[config.mk]
export PLATFORM = sky130hd
export DESIGN_NAME = ffsu_recip
export DESIGN_NICKNAME = d
export VERILOG_FILES = /design/src/flat_face_shade_unit_top_defines.svh /design/src/ffsu_pkg.sv /design/src/ffsu_recip.sv
export SDC_FILE = /design/constraint.sdc
export NUM_CORES = 2
export LEC_CHECK = 0
export BUFFER_PORTS_ARGS = -buffer_cell sky130_fd_sc_hd__buf_2
export CORE_MARGIN = 2
export CORE_UTILIZATION = 55
export DETAILED_ROUTE_END_ITERATION = 16
export PLACE_DENSITY_LB_ADDON = 0.25
export RECOVER_POWER = 25
export SYNTH_ARGS = -nofsm -noshare
export SYNTH_HDL_FRONTEND = slang
export SYNTH_SLANG_ARGS = --single-unit
[constraint.sdc]
create_clock -name clock -period 6 [get_ports clock]
set_clock_uncertainty 0.15 [all_clocks]
set_input_delay 0.3 -clock clock [delete_from_list [all_inputs] [get_ports clock]]
set_output_delay 0.3 -clock clock [all_outputs]
set_load 0.01 [all_outputs]
[src/flat_face_shade_unit_top_defines.svh]
// Assertion macros used by the shading unit top module.
`ifndef FLAT_FACE_SHADE_UNIT_TOP_DEFINES_SVH
`define FLAT_FACE_SHADE_UNIT_TOP_DEFINES_SVH

// Check that a condition implies another in the same cycle.
`define FFSU_ASSERT_SAME(lbl, ante, cons, msg) \
   lbl: assert property (@(posedge clock) disable iff (reset) (ante) |-> (cons)) \
      else $error(msg);

// Check that a condition implies another in the following cycle.
`define FFSU_ASSERT_NEXT(lbl, ante, cons, msg) \
   lbl: assert property (@(posedge clock) disable iff (reset) (ante) |=> (cons)) \
      else $error(msg);

`endif

[src/ffsu_pkg.sv]
package ffsu_pkg;

   localparam int COORD_W    = 14;
   localparam int EDGE_W     = 15;
   localparam int PROD_W     = 30;
   localparam int NORM_W     = 31;
   localparam int SQ_W       = 60;
   localparam int SUM_W      = 62;
   localparam int SQ_SHIFT   = 12;
   localparam int ROOT_IN_W  = 32;
   localparam int ROOT_W     = 16;
   localparam int ROOT_REM_W = 20;
   localparam int RECIP_W    = 17;
   localparam int ROOT_STEPS = 16;
   localparam int DIV_STEPS  = 17;
   localparam int RECIP_LAT  = ROOT_STEPS + DIV_STEPS;
   localparam int IDX_W      = 11;
   localparam int SHADE_W    = 8;
   localparam int SCALE_W    = NORM_W + RECIP_W + 1;

   localparam int DEF_MAX_FACES = 2048;

   localparam int CSR_IDX_W  = 2;
   localparam int CSR_DATA_W = 8;

   localparam logic [CSR_IDX_W-1:0] REG_NORMAL_SHIFT = 2'd0;
   localparam logic [CSR_IDX_W-1:0] REG_SHADE_SHIFT  = 2'd1;
   localparam logic [CSR_IDX_W-1:0] REG_SHADE_OFFSET = 2'd2;

   localparam logic [3:0]        RST_NORMAL_SHIFT = 4'd5;
   localparam logic [4:0]        RST_SHADE_SHIFT  = 5'd15;
   localparam logic signed [7:0] RST_SHADE_OFFSET = -8'sd70;

   localparam logic [SHADE_W-1:0] SHADE_BASE = 8'd192;
   localparam int                 SHADE_MAX  = 63;
   localparam logic [RECIP_W-1:0] RECIP_ONE  = 17'd65536;

   // Face bookkeeping that rides along the pipeline
   typedef struct packed {
      logic                     valid;
      logic                     comp;
      logic [IDX_W-1:0]         idx;
      logic signed [NORM_W-1:0] nz;
   } meta_type;

endpackage

[src/ffsu_recip.sv]
module ffsu_recip
   import ffsu_pkg::*;
(
   input  logic                 clock,
   input  logic                 en,
   input  logic [ROOT_IN_W-1:0] root_in,
   output logic [RECIP_W-1:0]   recip_out
);

   // Square root: two input bits per stage
   logic [ROOT_IN_W-1:0]  op_ff    [ROOT_STEPS];
   logic [ROOT_REM_W-1:0] rrem_ff  [ROOT_STEPS];
   logic [ROOT_W-1:0]     root_ff  [ROOT_STEPS];
   logic [ROOT_IN_W-1:0]  op_in    [ROOT_STEPS];
   logic [ROOT_REM_W-1:0] rrem_in  [ROOT_STEPS];
   logic [ROOT_W-1:0]     root_in_s [ROOT_STEPS];

   // Division of 65536 by the root: one quotient bit per stage
   logic [ROOT_W-1:0]  dvs_ff [DIV_STEPS];
   logic [ROOT_W-1:0]  drem_ff [DIV_STEPS];
   logic [RECIP_W-1:0] quo_ff [DIV_STEPS];
   logic [ROOT_W-1:0]  dvs_in [DIV_STEPS];
   logic [ROOT_W-1:0]  drem_in [DIV_STEPS];
   logic [RECIP_W-1:0] quo_in [DIV_STEPS];

   genvar k;
   generate
      for (k = 0; k < ROOT_STEPS; k++) begin : g_root
         logic [ROOT_IN_W-1:0]  op_src;
         logic [ROOT_REM_W-1:0] rem_src;
         logic [ROOT_W-1:0]     rt_src;

         if (k == 0) begin : g_head
            assign op_src  = root_in;
            assign rem_src = '0;
            assign rt_src  = '0;
         end else begin : g_tail
            assign op_src  = op_ff[k-1];
            assign rem_src = rrem_ff[k-1];
            assign rt_src  = root_ff[k-1];
         end

         always_comb begin
            logic [ROOT_REM_W-1:0] rem_sh;
            logic [ROOT_REM_W-1:0] trial;
            rem_sh = {rem_src[ROOT_REM_W-3:0], op_src[ROOT_IN_W-1 -: 2]};
            trial  = ROOT_REM_W'({rt_src, 2'b01});
            op_in[k] = {op_src[ROOT_IN_W-3:0], 2'b00};
            if (rem_sh >= trial) begin
               rrem_in[k]   = rem_sh - trial;
               root_in_s[k] = {rt_src[ROOT_W-2:0], 1'b1};
            end else begin
               rrem_in[k]   = rem_sh;
               root_in_s[k] = {rt_src[ROOT_W-2:0], 1'b0};
            end
         end

         always_ff @(posedge clock) begin
            if (en) begin
               op_ff[k]   <= op_in[k];
               rrem_ff[k] <= rrem_in[k];
               root_ff[k] <= root_in_s[k];
            end
         end
      end

      for (k = 0; k < DIV_STEPS; k++) begin : g_div
         logic [ROOT_W-1:0]  dvs_src;
         logic [ROOT_W-1:0]  rem_src;
         logic [RECIP_W-1:0] q_src;

         if (k == 0) begin : g_head
            // Floor the root at one
            assign dvs_src = (root_ff[ROOT_STEPS-1] == '0) ? ROOT_W'(1)
                                                          : root_ff[ROOT_STEPS-1];
            assign rem_src = '0;
            assign q_src   = '0;
         end else begin : g_tail
            assign dvs_src = dvs_ff[k-1];
            assign rem_src = drem_ff[k-1];
            assign q_src   = quo_ff[k-1];
         end

         always_comb begin
            logic [ROOT_W:0] rem2;
            // Dividend is 65536: only its top bit is set
            rem2 = {rem_src, 1'(k == 0)};
            dvs_in[k] = dvs_src;
            if (rem2 >= {1'b0, dvs_src}) begin
               drem_in[k] = ROOT_W'(rem2 - {1'b0, dvs_src});
               quo_in[k]  = {q_src[RECIP_W-2:0], 1'b1};
            end else begin
               drem_in[k] = rem2[ROOT_W-1:0];
               quo_in[k]  = {q_src[RECIP_W-2:0], 1'b0};
            end
         end

         always_ff @(posedge clock) begin
            if (en) begin
               dvs_ff[k]  <= dvs_in[k];
               drem_ff[k] <= drem_in[k];
               quo_ff[k]  <= quo_in[k];
            end
         end
      end
   endgenerate

   assign recip_out = quo_ff[DIV_STEPS-1];

endmodule
== Word-level counts from Yosys, hierarchy flattened ==
Memories as Yosys holds them, arrays and structs flattened.
Cells that the tools add are included.
Operators by class
  add/subtract/negate cells: 33
  multiply operators: 0
  divide/modulo/power cells: 0
  order comparisons: 33
  eq/ne operators: 0
  shift-type cells: 0
  multiplexer cells: 69
  bitwise logic cells: 0
  reduce and logical (&&, ||, !) cells: 1
Operators with widths (count)
  $mux W20: 16
  $ge A20 B18 Y1: 15
  $sub A20 B18 Y20: 15
  $mux W16: 18
  $ge A17 B16 Y1: 16
  $sub A16 B16 Y16: 16
  $mux W1: 35
  $ge A1 B16 Y1 const A: 1
  $logic_not A16 Y1: 1
  $sub A1 B16 Y16 const A: 1
  $sub A2 B1 Y3 const B: 1
  $ge A2 B1 Y1 const B: 1
Word-level totals
  register bits: 0
  latch bits: 0
  bits in writable memories: 1889
  memory bits (read-only): 0
  input bits: 34
  output and inout bits: 17
  word-level logic and storage cells: 142
  memories: 6
Memories
  op_ff: words 16, bits a word 30, rd ports 15, clocked after Yosys merged registers in 0, write ports 16, line ffsu_recip.sv:11  | logic [ROOT_IN_W-1:0] op_ff [ROOT_STEPS];
  rrem_ff: words 16, bits a word 20, rd ports 15, clocked after Yosys merged registers in 0, write ports 16, line ffsu_recip.sv:12  | logic [ROOT_REM_W-1:0] rrem_ff [ROOT_STEPS];
  quo_ff: words 17, bits a word 17, rd ports 17, clocked after Yosys merged registers in 0, write ports 17, line ffsu_recip.sv:21  | logic [RECIP_W-1:0] quo_ff [DIV_STEPS];
  drem_ff: words 17, bits a word 16, rd ports 16, clocked after Yosys merged registers in 0, write ports 17, line ffsu_recip.sv:20  | logic [ROOT_W-1:0] drem_ff [DIV_STEPS];
  dvs_ff: words 17, bits a word 16, rd ports 16, clocked after Yosys merged registers in 0, write ports 17, line ffsu_recip.sv:19  | logic [ROOT_W-1:0] dvs_ff [DIV_STEPS];
  root_ff: words 16, bits a word 16, rd ports 16, clocked after Yosys merged registers in 0, write ports 16, line ffsu_recip.sv:13  | logic [ROOT_W-1:0] root_ff [ROOT_STEPS];

== Logic depth before layout (Yosys ltp) ==
An unclocked memory read counts as a cell.
  word-level depth: 5
  gate-level depth with buffers: 11
  depth with buffers taken out: 11

== Worst setup path before layout ==
Ideal clock, no wire load.
  path type: reg-to-reg
  start point: mem dvs_ff[14][1] (netlist: dvs_ff[0][225])
  end point: mem drem_ff[15][7] (netlist: drem_ff[0][247]), data pin
  setup time: 0.260 ns
  arrival: 2.677 ns
  data required time: 5.590 ns
  path slack: 2.913 ns
  cell stages (with the launch flop): 11
  path buffers: 1
  period minus slack after synthesis: 3.087 ns
  path through: edfxtp_1 -> inv_1 -> ha_1 -> nor2b_1 -> o31a_1 -> o31a_1 -> o21ai_0 -> a21boi_0 -> a21oi_1 -> buf_2 -> mux2_2
RTL lines (line)
  start: declaration: ffsu_recip.sv:19
  end: declaration: ffsu_recip.sv:20

==> metrics.md <==
| Metric | Value |
|---|---|
| Starting Density | 55.3% |
| Post-CTS sizing | 0 |
| FMAX | 272 MHz |
| Post-synthesis adder-cell area fraction | 8.45% |
| Number of antenna violations at the first check in global routing | 0 |
| Sum Neg Setup Slack | 0 ps |
| Vias in the first global route | 37300 |
| Layout cells sized above 1 | 9.53% |
| DIE HEIGHT | 345 um |
| Overflow after GRT | 0 |
| Pin count of the biggest net entering global routing | 180 |
| Simple-Gate Fraction of Synth Area | 8.04% |
| Worst EP required | 6340 ps |
| Synth Instances | 4984 |
| Clock sinks | 1291 |
| Postcts setup bufs | 0 |
| GRT Util Overall | 19.0% |
| Maximum vdd drop | 0.313 mV |
| Multiplexer share of the synthesized area | 3.32% |
| Reg2reg end | drem_ff[0][212]$_DFFE_PP_ |
| Antenna Nets Post-Route | 0 |
| Drt pass-1 iters | 5 |
| Detailed Route WL | 113 mm |
| CTS root buffer | clkbuf_16 |
| DR WL/cell | 16.7 um |
| Flops & latches, synth | 1291 |
| I/O pin cnt | 51 |
| Cells on Worst Hold Path | 2 |
| CTS tree | done |
| Core area | 0.116 sq mm |
| Total chip power | 30.6 mW |
| Initial detailed-routing violation count | 2877 |
| Synth area leaders | edfxtp_1 60%, ha_1 8.0%, inv_1 3.0%, mux2_2 2.9%, xnor2_1 2.7% |
| Final hold violations | 0 |
| Area grow syn2layout | 11.0% |
| Synth Flop Type | edfxtp_1 |
| RR Startpoint | drem_ff[0][196]$_DFFE_PP_ |
| Power density over the cells | 430 mW/mm^2 |
| Startpoint types | flip-flop |
| Arr. time, crit path | 4020 ps |
| Total CTS buffers | 142 |
| H-tree depth | 4 |
| Status | finished clean |
| CP Class | flip-flop to flip-flop |
| Row cnt | 125 |
| Sequential-to-total area share from yosys stat | 60.5% |
| WHS Endpoint | op_ff[0][23]$_DFFE_PP_ |
| Distinct cells, synth | 89 |
| Most common cell in the netlist | edfxtp_1 |
| Post-Synth XOR/XNOR Area | 4.45% |
| Synth top area share | 60.5% |
| # DRC | 0 |
| Number of max-cap violations | 0 |
| Area leader, netlist | edfxtp_1 |
| RSZ-0062 raised after global routing | false |
| Fillers | 8861 |
| EDFF count, synth | 1291 |
| # diodes | 0 |
| Vias/cell | 5.59 |
| Min-delay src | root_in[23] |
| CTS Buffer Depth | 3 |
| Synth cell count leaders | 1291 x edfxtp_1, 513 x inv_1, 409 x ha_1, 284 x nor2_1, 258 x o21ai_0 |
| R2R setup slack | 2330 ps |
| DP Worst Slack | 2350 ps |
| GP Congestion | 0.883 |
| Yosys warnings | 0 |
| Fraction of registers with async set or reset after synthesis | 0% |
| Compound-Gate Fraction of Synth Area | 11.8% |
| Die Area | 0.119 sq mm |
| Worst Setup Slack, final | 2330 ps |
| Final HPWL DP | 78.8 mm |
| First-pass GRT wire length | 186 mm |
| Total vias in the final route | 37900 |
| Syn_nets | 5442 |
| Critical path endpoint category | flip-flop |
| R2R cell count | 7 |
| Final setup viols | 0 |
| Leakage Power | 28.2 nW |
| Largest family of logic cells by synthesized area | compound AO/OA/AOI/OAI gates |
| Reg clk slew, reported paths | 60 ps |
| Fin nets | 5613 |
| Clock period minus worst slack | 3670 ps |
| Mean Syn Cell Area | 12.9 sq um |
| Port bufs | 50 |
| Slew margin rel. | 23.3% |
| Skew-Pair Late Insertion Delay | 760 ps |
| Synthesized cell area | 0.0641 sq mm |
| Slew Limit Fails | 0 |
| Final worst-path cycle share | 61.2% |
| Die width | 345 um |
| CP max FO | 19 |
| Worst Tran Pin Value | 1150 ps |
| Worst min path class | input pin to flip-flop |
what timing repair did:
action                     4_1_cts  5_1_grt
setup endpoints to repair        0        0
hold endpoints to repair       143        0
hold buffers                    34        0
kinds of logic after synthesis:
kind of cell	Yosys count
compound gates	1134
xor+xnor	326
fa+ha+maj	424
buf+inv	593
flops	1291
mux	192
other cells	1
simple gates	1023
worst max-delay path, stage by stage, from the launching register on:
cell and delay (ps):
edfxtp_1 410, ha_1 400, nand3_1 160, nor4_1 610, a211oi_1 270, and2_1 220, a41oi_2 770, mux2_2 420
per-stage QoR:
stage	std cells	utilization, %	instance area (sq um)	hold slack (ps)
after floorplan	4984	-	64100	249
after global placement	6501	57.1	66200	250
after detailed placement	6501	57.1	66200	255
after CTS	6789	61.4	71200	25.9
after global routing	6789	61.4	71200	57.6
final	6789	61.4	71200	95.4
routing by layer:
metal	share of wire, %	track usage (%)	vias to the layer above
li1	-	-	18900
met1	45	24.9	18100
met2	49	32.4	654
met3	3.5	3.03	208
met4	2.6	6.51	0
met5	0	0	-
worst max-delay path by stage:
stage / startpoint / end / slack [ps] / cells past startpoint
floorplan: dvs_ff[0][225]$_DFFE_PP_ / drem_ff[0][247]$_DFFE_PP_ / 2910 / 10
global placement: dvs_ff[0][117]$_DFFE_PP_ / drem_ff[0][135]$_DFFE_PP_ / 2440 / 8
detailed placement: drem_ff[0][196]$_DFFE_PP_ / drem_ff[0][212]$_DFFE_PP_ / 2350 / 7
CTS: drem_ff[0][196]$_DFFE_PP_ / drem_ff[0][212]$_DFFE_PP_ / 2330 / 7
global route: dvs_ff[0][193]$_DFFE_PP_ / drem_ff[0][213]$_DFFE_PP_ / 2080 / 9
finish: drem_ff[0][196]$_DFFE_PP_ / drem_ff[0][212]$_DFFE_PP_ / 2330 / 7
final cells by class:
class	instances	area, sq um	share of cell area (%)
clock inverters	82	883	1.24
multi-input cells	3100	23100	32.5
clock buffers	172	3750	5.27
repair buffers	106	832	1.17
inverters	514	1930	2.71
flip-flops and latches	1291	38800	54.5
well taps	1524	1910	2.68
cells in the final DEF (no fill, tap or decap), drive strengths merged, types with 28 or more instances in the layout:
cell	netlist	routed
clkinv	0	55
clkbuf	63	173
a21oi	252	252
nand2	217	217
a21o	140	140
nand3	48	48
edfxtp	1291	1291
or3	51	51
o21a	103	103
nor2	285	285
mux2	164	164
nor2b	85	85
nor4	45	45
nand2b	56	56
a211oi	57	57
a211o	29	29
xnor2	196	196
o31ai	35	35
buf	16	71
o21ai	259	259
nor3	78	78
ha	409	409
dlygate4sd3	0	34
a31oi	50	50
xor2	130	130
inv	514	521
and2	33	33
mux2i	28	28
nand4	41	41
sequential cells by signal, summed over array words and instances, names as in the netlist:
signal,flops
drem_ff,256
dvs_ff,256
rrem_ff,250
op_ff,240
quo_ff,153
root_ff,136
power by group:
part           internal, mW  switching, mW  leakage (nW)
combinational          4.30           4.87          13.5
sequential             12.0          0.782          12.5
clock                  5.11           3.50          2.26
total                  21.5           9.14          28.2
(Power assumes the default switching activity.)
